===== src/hw/rtl/mono_two_row_pixel_interleaver_unit_assert.svh =====
// Assertion helpers, sampled on clk and disabled while arst_n is low.
`ifndef MONO_TWO_ROW_PIXEL_INTERLEAVER_UNIT_ASSERT_SVH
`define MONO_TWO_ROW_PIXEL_INTERLEAVER_UNIT_ASSERT_SVH

// Same-cycle implication.
`define MTPI_ASSERT_NOW(label, ante, cons) \
	label: assert property (@(posedge clk) disable iff (!arst_n) (ante) |-> (cons)) \
		else $error("mtpi assertion failed");

// Next-cycle implication.
`define MTPI_ASSERT_NEXT(label, ante, cons) \
	label: assert property (@(posedge clk) disable iff (!arst_n) (ante) |=> (cons)) \
		else $error("mtpi assertion failed");

`endif


===== src/hw/rtl/mtpi_pkg.sv =====
package mtpi_pkg;

	localparam int MAX_ROW_BYTES = 64;
	localparam int COL_W = $clog2(MAX_ROW_BYTES);
	localparam int ROW_BYTES_W = 7;
	localparam logic [ROW_BYTES_W-1:0] ROW_BYTES_RST = 7'd21;
	localparam logic [ROW_BYTES_W-1:0] ROW_BYTES_MAX = ROW_BYTES_W'(MAX_ROW_BYTES);
	localparam logic [ROW_BYTES_W-1:0] ROW_BYTES_MIN = 7'd1;

	localparam int QDEPTH = 4;
	localparam int QPTR_W = $clog2(QDEPTH);
	localparam int QCNT_W = $clog2(QDEPTH + 1);

	typedef struct packed {
		logic [7:0] even_byte;
		logic [7:0] odd_byte;
	} pair_t;

	typedef struct packed {
		logic [QCNT_W-1:0] count;
		logic              full;
		logic              empty;
	} qstat_t;

	// Bit pairs (even bit k, odd bit k) fill the byte from bit 7 downward.
	function automatic logic [7:0] interleave(input logic [3:0] e, input logic [3:0] o);
		logic [7:0] r;
		r = {e[0], o[0], e[1], o[1], e[2], o[2], e[3], o[3]};
		return r;
	endfunction

endpackage


===== src/hw/rtl/mtpi_ifs.sv =====
interface mtpi_in_if;
	logic       valid;
	logic       ready;
	logic [7:0] pixel_byte;
	logic       frame_start;

	modport source(output valid, output pixel_byte, output frame_start, input ready);
	modport sink(input valid, input pixel_byte, input frame_start, output ready);
endinterface

interface mtpi_out_if;
	logic       valid;
	logic       ready;
	logic [7:0] out_byte;
	logic       last;

	modport source(output valid, output out_byte, output last, input ready);
	modport sink(input valid, input out_byte, input last, output ready);
endinterface


===== src/hw/rtl/mtpi_front.sv =====
module mtpi_front import mtpi_pkg::*; (
	input  logic                   clk,
	input  logic                   arst_n,
	input  logic                   cfg_we,
	input  logic [ROW_BYTES_W-1:0] cfg_wdata,
	mtpi_in_if.sink                in_ch,
	input  qstat_t                 qstat,
	output logic                   push,
	output pair_t                  push_data
);

	logic [ROW_BYTES_W-1:0] row_bytes_q;
	logic [COL_W-1:0]       col_q;
	logic                   odd_q;
	logic [7:0]             line_mem [MAX_ROW_BYTES];
	logic [7:0]             even_s1;
	logic [7:0]             odd_s1;
	logic                   valid_s1;

	logic                   accept;
	logic [COL_W-1:0]       col_eff;
	logic                   odd_eff;
	logic [ROW_BYTES_W-1:0] limit;
	logic                   wrap;

	// Leave room in the queue for the word already in flight.
	assign in_ch.ready = ({1'b0, qstat.count} + {{QCNT_W{1'b0}}, valid_s1}) <
		(QCNT_W + 1)'(QDEPTH);
	assign accept = in_ch.valid && in_ch.ready;

	assign col_eff = in_ch.frame_start ? '0 : col_q;
	assign odd_eff = in_ch.frame_start ? 1'b0 : odd_q;

	always_comb begin
		if (row_bytes_q == '0) begin
			limit = ROW_BYTES_MIN;
		end else if (row_bytes_q > ROW_BYTES_MAX) begin
			limit = ROW_BYTES_MAX;
		end else begin
			limit = row_bytes_q;
		end
	end

	assign wrap = ({1'b0, col_eff} + 7'd1) >= limit;

	always_ff @(posedge clk or negedge arst_n) begin
		if (!arst_n) begin
			row_bytes_q <= ROW_BYTES_RST;
			col_q <= '0;
			odd_q <= 1'b0;
			valid_s1 <= 1'b0;
		end else begin
			if (cfg_we) begin
				row_bytes_q <= cfg_wdata;
			end
			valid_s1 <= accept && odd_eff;
			if (accept) begin
				if (wrap) begin
					col_q <= '0;
					odd_q <= !odd_eff;
				end else begin
					col_q <= col_eff + COL_W'(1);
					odd_q <= odd_eff;
				end
			end
		end
	end

	// Line store: even rows write, odd rows read the same column.
	always_ff @(posedge clk) begin
		if (accept && !odd_eff) begin
			line_mem[col_eff] <= in_ch.pixel_byte;
		end
		if (accept && odd_eff) begin
			even_s1 <= line_mem[col_eff];
			odd_s1 <= in_ch.pixel_byte;
		end
	end

	assign push = valid_s1;
	assign push_data = '{even_byte: even_s1, odd_byte: odd_s1};

endmodule


===== src/hw/rtl/mtpi_queue.sv =====
module mtpi_queue import mtpi_pkg::*; (
	input  logic   clk,
	input  logic   arst_n,
	input  logic   push,
	input  pair_t  push_data,
	input  logic   pop,
	output pair_t  head,
	output qstat_t qstat
);

	pair_t             slots_q [QDEPTH];
	logic [QPTR_W-1:0] wr_ptr_q;
	logic [QPTR_W-1:0] rd_ptr_q;
	logic [QCNT_W-1:0] count_q;

	assign head = slots_q[rd_ptr_q];
	assign qstat.count = count_q;
	assign qstat.full = count_q == QCNT_W'(QDEPTH);
	assign qstat.empty = count_q == '0;

	always_ff @(posedge clk or negedge arst_n) begin
		if (!arst_n) begin
			wr_ptr_q <= '0;
			rd_ptr_q <= '0;
			count_q <= '0;
		end else begin
			if (push) begin
				wr_ptr_q <= wr_ptr_q + QPTR_W'(1);
			end
			if (pop) begin
				rd_ptr_q <= rd_ptr_q + QPTR_W'(1);
			end
			case ({push, pop})
				2'b10:   count_q <= count_q + QCNT_W'(1);
				2'b01:   count_q <= count_q - QCNT_W'(1);
				default: count_q <= count_q;
			endcase
		end
	end

	always_ff @(posedge clk) begin
		if (push) begin
			slots_q[wr_ptr_q] <= push_data;
		end
	end

endmodule


===== src/hw/rtl/mtpi_back.sv =====
module mtpi_back import mtpi_pkg::*; (
	input  logic   clk,
	input  logic   arst_n,
	input  pair_t  head,
	input  qstat_t qstat,
	output logic   pop,
	mtpi_out_if.source out_ch
);

	logic       out_valid_q;
	logic [7:0] out_byte_q;
	logic       last_q;
	logic       phase_q;
	logic       load;

	assign load = (!out_valid_q || out_ch.ready) && !qstat.empty;
	// Drop the pair once its high-nibble word is loaded.
	assign pop = load && phase_q;

	assign out_ch.valid = out_valid_q;
	assign out_ch.out_byte = out_byte_q;
	assign out_ch.last = last_q;

	always_ff @(posedge clk or negedge arst_n) begin
		if (!arst_n) begin
			out_valid_q <= 1'b0;
			phase_q <= 1'b0;
		end else begin
			if (load) begin
				out_valid_q <= 1'b1;
				phase_q <= !phase_q;
			end else if (out_ch.ready) begin
				out_valid_q <= 1'b0;
			end
		end
	end

	always_ff @(posedge clk) begin
		if (load) begin
			last_q <= phase_q;
			if (phase_q) begin
				out_byte_q <= interleave(head.even_byte[7:4], head.odd_byte[7:4]);
			end else begin
				out_byte_q <= interleave(head.even_byte[3:0], head.odd_byte[3:0]);
			end
		end
	end

endmodule


===== src/hw/rtl/mono_two_row_pixel_interleaver_unit.sv =====
// An odd-row byte is paired with its stored even-row byte and queued, then shows
// its low-nibble word and then its high-nibble word; even-row bytes give no word.
// Throughput: one even-row byte per cycle while the queue has room; odd-row bytes
// are limited by the single output register; a 4-entry queue separates intake
// from output. Reset: counters, queue and output valid clear, row_bytes
// returns to 21; the line store keeps its contents and needs no clearing pass.
`include "mono_two_row_pixel_interleaver_unit_assert.svh"

module mono_two_row_pixel_interleaver_unit import mtpi_pkg::*; (
	input  logic                   clk,
	input  logic                   arst_n,
	input  logic                   cfg_we,
	input  logic [ROW_BYTES_W-1:0] cfg_wdata,
	mtpi_in_if.sink                in_ch,
	mtpi_out_if.source             out_ch
);

	qstat_t qstat;
	logic   push;
	pair_t  push_data;
	logic   pop;
	pair_t  head;
	logic   out_take;

	assign out_take = out_ch.valid && out_ch.ready;

	mtpi_front u_front (
		.clk       (clk),
		.arst_n    (arst_n),
		.cfg_we    (cfg_we),
		.cfg_wdata (cfg_wdata),
		.in_ch     (in_ch),
		.qstat     (qstat),
		.push      (push),
		.push_data (push_data)
	);

	mtpi_queue u_queue (
		.clk       (clk),
		.arst_n    (arst_n),
		.push      (push),
		.push_data (push_data),
		.pop       (pop),
		.head      (head),
		.qstat     (qstat)
	);

	mtpi_back u_back (
		.clk    (clk),
		.arst_n (arst_n),
		.head   (head),
		.qstat  (qstat),
		.pop    (pop),
		.out_ch (out_ch)
	);

	`MTPI_ASSERT_NOW(a_no_push_when_full, push, !qstat.full || pop)
	`MTPI_ASSERT_NOW(a_no_pop_when_empty, pop, !qstat.empty)
	`MTPI_ASSERT_NEXT(a_high_follows_low, out_take && !out_ch.last, out_ch.valid && out_ch.last)
	`MTPI_ASSERT_NOW(a_no_intake_when_full, in_ch.valid && in_ch.ready, !qstat.full)

endmodule


===== src/flat_wrapper.sv =====
// flat-port wrapper written by rule: the top's interface ports become plain ports
module mono_two_row_pixel_interleaver_unit_flat import mtpi_pkg::*;
  (clk, arst_n, cfg_we, cfg_wdata, in_ch_valid, in_ch_pixel_byte, in_ch_frame_start, in_ch_ready, out_ch_valid, out_ch_out_byte, out_ch_last, out_ch_ready);
  mtpi_in_if in_ch_i ();
  mtpi_out_if out_ch_i ();
  input  logic clk;
  input  logic arst_n;
  input  logic cfg_we;
  input  logic [ROW_BYTES_W-1:0] cfg_wdata;
  input wire logic [$bits(in_ch_i.valid)-1:0] in_ch_valid;
  input wire logic [$bits(in_ch_i.pixel_byte)-1:0] in_ch_pixel_byte;
  input wire logic [$bits(in_ch_i.frame_start)-1:0] in_ch_frame_start;
  output wire logic [$bits(in_ch_i.ready)-1:0] in_ch_ready;
  output wire logic [$bits(out_ch_i.valid)-1:0] out_ch_valid;
  output wire logic [$bits(out_ch_i.out_byte)-1:0] out_ch_out_byte;
  output wire logic [$bits(out_ch_i.last)-1:0] out_ch_last;
  input wire logic [$bits(out_ch_i.ready)-1:0] out_ch_ready;
  assign in_ch_i.valid = in_ch_valid;
  assign in_ch_i.pixel_byte = in_ch_pixel_byte;
  assign in_ch_i.frame_start = in_ch_frame_start;
  assign in_ch_ready = in_ch_i.ready;
  assign out_ch_valid = out_ch_i.valid;
  assign out_ch_out_byte = out_ch_i.out_byte;
  assign out_ch_last = out_ch_i.last;
  assign out_ch_i.ready = out_ch_ready;
  mono_two_row_pixel_interleaver_unit u_core (.clk(clk), .arst_n(arst_n), .cfg_we(cfg_we), .cfg_wdata(cfg_wdata), .in_ch(in_ch_i), .out_ch(out_ch_i));
endmodule

===== config.mk =====
export PLATFORM = sky130hd
export DESIGN_NAME = mono_two_row_pixel_interleaver_unit_flat
export DESIGN_NICKNAME = d
export VERILOG_FILES = /design/src/hw/rtl/mtpi_pkg.sv /design/src/hw/rtl/mtpi_ifs.sv /design/src/hw/rtl/mtpi_front.sv /design/src/hw/rtl/mtpi_queue.sv /design/src/hw/rtl/mtpi_back.sv /design/src/hw/rtl/mono_two_row_pixel_interleaver_unit.sv /design/src/flat_wrapper.sv
export VERILOG_INCLUDE_DIRS = /design/src /design/src/hw/rtl
export SDC_FILE = /design/constraint.sdc
export NUM_CORES = 1
export LEC_CHECK = 0
export BUFFER_PORTS_ARGS = -buffer_cell sky130_fd_sc_hd__buf_2
export CORE_UTILIZATION = 62
export CTS_CLUSTER_SIZE = 10
export DETAILED_ROUTE_END_ITERATION = 8
export PLACE_DENSITY = 0.79
export SETUP_SLACK_MARGIN = 0.15
export SLEW_MARGIN = 25
export SYNTH_ARGS = -nofsm -noshare
export SYNTH_HDL_FRONTEND = slang
export SYNTH_SLANG_ARGS = --single-unit
export TNS_END_PERCENT = 1

===== constraint.sdc =====
create_clock -name clk -period 3.03 [get_ports clk]
set_input_delay 0.606 -clock clk [delete_from_list [all_inputs] [get_ports clk]]
set_output_delay 0.606 -clock clk [all_outputs]
set_load 0.03 [all_outputs]

# Word level (Yosys, flattened, before mapping)
# Memory sizes are Yosys's and may differ from the RTL's. A register that Yosys moved wholly into a read port is not among the register bits.
# Cells that the tools add are included.
dict set report totals {
  output_inout_bits 11
  wordCells 54
  ff_bits 41
  ramBits 576
  input_bits 21
  mem_count 2
}
dict set report op_classes {
  n_reduce_logical 14
  order_cmp 3
  n_addsub 7
  muxes 14
  n_eq_ne 2
}
# name depth word_bits rd rd_clocked_by_memory_dff wr line
set mem_list {}
lappend mem_list {u_core.u_front.line_mem 64 8 1 1 1 mtpi_front.sv:15} ;# logic [7:0] line_mem [MAX_ROW_BYTES];
lappend mem_list {u_core.u_queue.slots_q 4 16 1 0 1 mtpi_queue.sv:11} ;# pair_t slots_q [QDEPTH];
# operator n
set ops {}
lappend ops {{2-to-1 mux 7 bit} 2}
lappend ops {{2-to-1 mux 6 bit} 2}
lappend ops {{2-to-1 mux 1 bit} 8}
lappend ops {{2-to-1 mux 8 bit} 1}
lappend ops {{adder 6 x 1 -> 7 bit, second input constant} 1}
lappend ops {{>= comparator 7 bit} 1}
lappend ops {{greater-than comparator 7 bit, second input constant} 1}
lappend ops {{zero test 7 bit} 1}
lappend ops {{adder 6 x 1 -> 6 bit, second input constant} 1}
lappend ops {{one-hot mux 3 bit (2 select lines)} 1}
lappend ops {{logical AND 1 bit} 5}
lappend ops {{adder 2 x 1 -> 2 bit, second input constant} 2}
lappend ops {{adder 3 x 1 -> 4 bit} 1}
lappend ops {{zero test 1 bit} 4}
lappend ops {{< comparator 4 x 3 -> 1 bit, second input constant} 1}
lappend ops {{nonzero test 2 bit} 2}
lappend ops {{adder 3 x 1 -> 3 bit, second input constant} 1}
lappend ops {{zero test 3 bit} 1}
lappend ops {{subtractor 3 x 1 -> 3 bit, second input constant} 1}
lappend ops {{equality test 2 x 1 -> 1 bit, second input constant} 1}
lappend ops {{equality test 2 bit, second input constant} 1}
lappend ops {{logical OR 1 bit} 1}

# Logic depth before layout (Yosys ltp)
dict set report depth {
  depth_word 6
  depth_mapped 13
  ltp_nobuf 11
}

# Modules after synthesis
# A second synthesis with hierarchy kept.
dict set report hier_totals {
  hier_cells 1506
  area_unflattened_um2 25233.0
}
# mod n_inst area_each_um2 seq_area_each_um2 cells_each
set by_module_without_submodules {}
lappend by_module_without_submodules {mtpi_front 1 21988.6 16234.3 1359}
lappend by_module_without_submodules {mtpi_queue 1 2747.6 2097.0 121}
lappend by_module_without_submodules {mtpi_back 1 496.7 320.3 26}

# Worst setup path after synthesis
# Ideal clock, no wire load.
dict set report synth_path {
  kind {register -> register}
  startpoint {register u_core.u_front.valid_s1 (netlist: u_core.u_front.push)}
  endpoint {memory u_core.u_front.line_mem[10][0], enable pin}
  period_less_slack_ns 2.726
  required_time_ns 2.660
  path_buffers 2
  arrival_time_ns 2.356
  slack_ns 0.304
  stages_incl_launch_ff 8
  setup_time_ns 0.370
  path_cell_list {dfrtp_1 clkbuf_1 a31oi_1 and3_1 clkbuf_1 nor2b_1 nand2_1 nor2_1}
}
dict set report synth_via {
  elab_chain_cells 6
}
# element line
set synth_rtl {}
lappend synth_rtl {{from (decl)} mtpi_front.sv:18} ;# logic valid_s1;
lappend synth_rtl {{from (signal assigned)} mtpi_front.sv:56} ;# valid_s1 <= accept && odd_eff;
lappend synth_rtl {{adder 3 x 1 -> 4 bit} mtpi_front.sv:27} ;# assign in_ch.ready = ({1'b0, qstat.count} + {{QCNT_W{1'b0}}, valid_s1}) <
lappend synth_rtl {{< comparator 4 x 3 -> 1 bit} mtpi_front.sv:27}
lappend synth_rtl {{named net in_ch_ready} flat_wrapper.sv:13} ;# output wire logic [$bits(in_ch_i.ready)-1:0] in_ch_ready;
lappend synth_rtl {{logical AND 1 bit} mtpi_front.sv:29} ;# assign accept = in_ch.valid && in_ch.ready;
lappend synth_rtl {{logical AND 1 bit} mtpi_front.sv:71} ;# if (accept && !odd_eff) begin
lappend synth_rtl {{2-to-1 mux 1 bit} mtpi_front.sv:71}
lappend synth_rtl {{2-to-1 mux 1 bit (implied by the code)} mtpi_front.sv:72} ;# line_mem[col_eff] <= in_ch.pixel_byte;
lappend synth_rtl {{to (decl)} mtpi_front.sv:15}
# The timed path passes the listed nets, and every way through them passes these cells.

# Final worst setup path
dict set report layout_path {
  startpoint {register u_core.u_front.col_q[0]}
  endpoint {register u_core.u_front.even_s1[0], read port of u_core.u_front.line_mem, data pin}
}
dict set report layout_via {
  elab_chain_cells 1
}
# element line
set layout_rtl {}
lappend layout_rtl {{from (decl)} mtpi_front.sv:13} ;# logic [COL_W-1:0] col_q;
lappend layout_rtl {{from (signal assigned)} mtpi_front.sv:62} ;# col_q <= col_eff + COL_W'(1);
lappend layout_rtl {{2-to-1 mux 6 bit} mtpi_front.sv:31} ;# assign col_eff = in_ch.frame_start ? '0 : col_q;
lappend layout_rtl {{to (decl)} mtpi_front.sv:16} ;# logic [7:0] even_s1;
# Every way passes these cells.
# A chain may end at the register's enable or synchronous reset.

==> run summary <==
## Drt
- **total number of vias** 14275
- **post-detailed-route via-to-cell ratio** 6.61
- **average detailed-routed wire length per instance** 27.0 µm
- **Initial DRT Pass Iterations** 5
- **post-detailed-routing wire length** 58400 µm
- **violation count after the first detailed-routing iteration** 1955
- **DRT antenna net count** 0
- **residual DRC count** 0

## STA
- **Slew Viols, Final** 0
- **final worst hold slack** 0.234 ns
- **headroom to the max-slew limit** 0.306
- **transition at the pin with the smallest max-transition slack** 1.04 ns
- **Final min period** 2.86 ns
- **endpoints failing hold** 0
- **final setup skew** 0.0139 ns
- **total negative slack** 0 ns
- **Final Setup Violations** 0
- **Max Clock Freq** 349 MHz
- **final critical-path share of the clock period** 0.945
- **setup repair after global routing missed its margin** true

## CTS
- **Clock Sinks** 625
- **number of H-tree levels** 3
- **maximum count of clock buffers along a single path** 3
- **clock tree from TritonCTS** built
- **Post-CTS Setup Inserts** 0
- **clock transition at the register clock pins on the worst setup and hold paths after CTS** 0.06 ns
- **clock insertion delay at the later pin of the skew report** 0.58 ns
- **total clock buffers created by CTS** 72
- **root buffer cell** sky130_fd_sc_hd__clkbuf_16

## Logic synthesis
- **Avg Inst Size Synth** 17.0 µm²
- **proportion of synthesized flip-flops having asynchronous set or reset** 0.0384
- **number of warnings printed during yosys synthesis** 0
- **cell area after synthesis** 0.0244 mm²
- **Net Count, Synth** 1473
- **Distinct cells, synth** 52
- **fraction of the yosys area taken by sequential cells** 0.764
- **synthesis-stage register bit count** 625
- **instance count of the mapped netlist** 1438
- **number of synthesized flops with an enable pin** 601
- **prevailing post-synth register cell** sky130_fd_sc_hd__edfxtp_1

## Die
- **Die Width** 200 µm
- **effective utilization at floorplan** 0.630
- **die outline area** 0.0402 mm²
- **overall die height** 200 µm
- **core area** 0.0387 mm²
- **num ports** 32
- **number of standard-cell rows in the floorplan** 72

## Layout
- **Antenna diodes** 0
- **final net count** 1665
- **area delta synth->final** 16.0%
- **fraction of layout instances using a drive strength above 1** 0.197
- **non-filler cells in the finished layout** 2160
- **fillcell total** 2268

## Setup path
- **biggest cell delay along the critical path** 0.57 ns
- **cell chain of the critical path** buf_12 -> buf_12 -> mux2i_1 -> o22ai_1 -> a211oi_2 -> o22ai_1 -> or4_1
- **cell type of the slowest stage on the worst timing path** sky130_fd_sc_hd__or4_1
- **required time reported for the critical path endpoint** 3.35 ns
- **worst path bufs/invs** 2
- **dominant delay contributor by cell family on the critical path** compound AO/OA/AOI/OAI gates
- **Worst Path Class, Setup** flop to flop
- **CP Launch Type** flop
- **crit-path max FO** 27
- **category of the worst setup path capture point** flop
- **Worst EP arrival** 3.18 ns

## Status
- **result of the run** finished clean

## Place
- **# port buffers** 31
- **final weighted congestion in routability-driven placement** 0.902
- **DP Wirelength** 36300 µm
- **post-placement cell count** 2073

## Global routing
- **wire length of the first global-routing pass** 87600 µm
- **pin count of the biggest net entering global routing** 66
- **total congestion overflow after global routing** 0
- **antenna violations before repair** 1
- **All-Layer GR Usage** 0.296
- **via count of the first global-routing pass** 14163

## Power and ir drop
- **maximum VDD drop** 0.665 mV
- **static leakage** 0.00981 µW
- **power density over the cells** 798 mW/mm²

## Hold path
- **type of the worst min-delay path** primary input to flop

## Flow run
- **# Max-Cap Violations** 0

## through the flow
step	util	instance area, µm²	total power, µW	worst slack, ns
final	0.730	28300	22600	0.166
after global routing	0.730	28300	23200	0.0953
after CTS	0.730	28300	22600	0.134
after detailed placement	0.680	26300	15200	-0.0959
after global placement	0.680	26300	15000	-0.0118
after floorplan	-	24400	13400	0.304
## final timing paths
| path | from | end | slack [ns] | cells after the start |
|---|---|---|---|---|
| min in group asynchronous | arst_n | u_core.u_front.col_q[1]$_DFFE_PN0P_ | 0.54 | 2 |
| worst min-delay path | out_ch_ready | u_core.u_back.out_ch.valid$_DFFE_PN0P_ | 0.23 | 2 |
| worst max register to register | u_core.u_front.col_q[0]$_DFFE_PN0P_ | u_core.u_front.even_s1[0]$_DFFE_PP_ | 0.17 | 7 |
| worst min register to register | u_core.u_front.odd_s1[5]$_DFFE_PP_ | u_core.u_queue.slots_q[2][5]$_DFFE_PP_ | 0.50 | 0 |
| max in group asynchronous | arst_n | u_core.u_front.col_q[0]$_DFFE_PN0P_ | 2.09 | 2 |
| worst max-delay path | u_core.u_front.col_q[0]$_DFFE_PN0P_ | u_core.u_front.even_s1[0]$_DFFE_PP_ | 0.17 | 7 |
## worst register-to-register path: cells and delay by family, from the launching register on
family	cells	cell delay, ns
buf+inv	2	0.51
compound gates	3	0.69
flops	1	0.51
mux	1	0.33
simple gates	1	0.57
## what timing repair did
item                       4_1_cts  5_1_grt
gates resized for setup          1        6
setup endpoints to repair        2        9
hold buffers                     1        0
hold endpoints to repair         9        0
## area by class of cell
| cell class | instances | area, µm² | share of cell area |
|---|---|---|---|
| timing repair buffer | 198 | 1660 | 0.0587 |
| clock inverter | 5 | 33.8 | 0.00119 |
| multi-input combinational | 723 | 5360 | 0.189 |
| sequential | 625 | 18700 | 0.659 |
| clock buffer | 81 | 1900 | 0.0671 |
| tap | 518 | 648 | 0.0229 |
| inverter | 10 | 37.5 | 0.00133 |
## cell families after synthesis
family          after synthesis  synth area share
flops                       625             0.764
compound gates              245            0.0643
simple gates                232            0.0422
mux                         221            0.0997
buf+inv                      90            0.0179
fa+ha+maj                    14           0.00749
xor+xnor                     11           0.00395
## cell usage after synthesis (2+ instances only)
library cell	instances	area share
sky130_fd_sc_hd__edfxtp_1	601	0.74
sky130_fd_sc_hd__mux2i_1	189	0.078
sky130_fd_sc_hd__o22ai_1	91	0.023
sky130_fd_sc_hd__nor2_1	90	0.014
sky130_fd_sc_hd__nand2_1	82	0.013
sky130_fd_sc_hd__o21ai_0	62	0.013
sky130_fd_sc_hd__a211oi_1	52	0.016
sky130_fd_sc_hd__buf_2	37	0.0076
sky130_fd_sc_hd__clkbuf_1	29	0.0045
sky130_fd_sc_hd__dfrtp_1	21	0.022
sky130_fd_sc_hd__mux2_2	16	0.0074
sky130_fd_sc_hd__mux4_2	16	0.015
sky130_fd_sc_hd__a21oi_1	13	0.0027
sky130_fd_sc_hd__ha_1	13	0.0067
sky130_fd_sc_hd__inv_1	10	0.0015
sky130_fd_sc_hd__nor2b_1	10	0.0026
sky130_fd_sc_hd__nand3_1	9	0.0018
sky130_fd_sc_hd__xor2_1	9	0.0032
sky130_fd_sc_hd__and2_1	8	0.0021
sky130_fd_sc_hd__or4_1	7	0.0022
sky130_fd_sc_hd__a2111oi_0	6	0.0022
sky130_fd_sc_hd__buf_4	6	0.0018
sky130_fd_sc_hd__nand3b_1	6	0.0018
sky130_fd_sc_hd__nor3_1	6	0.0012
sky130_fd_sc_hd__nand2b_1	5	0.0013
sky130_fd_sc_hd__buf_1	4	0.00062
sky130_fd_sc_hd__buf_6	4	0.0018
sky130_fd_sc_hd__dfstp_2	3	0.0032
sky130_fd_sc_hd__nand4_1	3	0.00077
sky130_fd_sc_hd__a21o_1	2	0.00062
sky130_fd_sc_hd__a221o_1	2	0.00082
sky130_fd_sc_hd__a221oi_1	2	0.00072
sky130_fd_sc_hd__a31oi_1	2	0.00051
sky130_fd_sc_hd__o211ai_1	2	0.00062
sky130_fd_sc_hd__o31ai_1	2	0.00062
sky130_fd_sc_hd__xnor2_1	2	0.00072
## routing by layer
metal	GRT usage	part of all wire	up-vias
met5	0	0	-
met4	0.136	0.045	0
met3	0.0574	0.11	171
met2	0.461	0.47	979
met1	0.410	0.37	7113
li1	-	-	6012
## layout by cell type, fill, tap and decap left out, types with 13 or more instances in the layout
master	synthesis	routed
sky130_fd_sc_hd__buf_2	37	31
sky130_fd_sc_hd__a211oi_1	52	46
sky130_fd_sc_hd__nor2_1	90	90
sky130_fd_sc_hd__clkbuf_16	0	75
sky130_fd_sc_hd__o22ai_1	91	91
sky130_fd_sc_hd__o21ai_0	62	62
sky130_fd_sc_hd__mux2_2	16	16
sky130_fd_sc_hd__buf_4	6	146
sky130_fd_sc_hd__mux2i_1	189	189
sky130_fd_sc_hd__buf_12	0	20
sky130_fd_sc_hd__dfrtp_1	21	19
sky130_fd_sc_hd__ha_1	13	13
sky130_fd_sc_hd__a21oi_1	13	13
sky130_fd_sc_hd__nand2_1	82	82
sky130_fd_sc_hd__mux4_2	16	16
sky130_fd_sc_hd__edfxtp_1	601	601
## state kept, by name (all words and copies together) (netlist names)
| signal | cells |
|---|---|
| u_core.u_queue.rd_ptr_q | 2 |
| u_core.u_front.odd_q | 1 |
| u_core.u_queue.slots_q | 64 |
| u_core.u_back.out_ch.valid | 1 |
| u_core.u_front.row_bytes_q | 7 |
| u_core.u_back.out_ch.last | 1 |
| u_core.u_queue.count_q | 3 |
| u_core.u_front.col_q | 6 |
| u_core.u_back.out_ch.out_byte | 8 |
| u_core.u_front.line_mem | 512 |
| u_core.u_back.phase_q | 1 |
| u_core.u_front.odd_s1 | 8 |
| u_core.u_front.even_s1 | 8 |
| u_core.u_front.push | 1 |
| u_core.u_queue.wr_ptr_q | 2 |
## report_power, final
group / switching [µW] / internal (µW)
logic: 2910 / 2110
clock network: 3050 / 4370
registers: 295 / 9830
total: 6260 / 16300
Note: power is estimated with default switching activity, not from simulation.
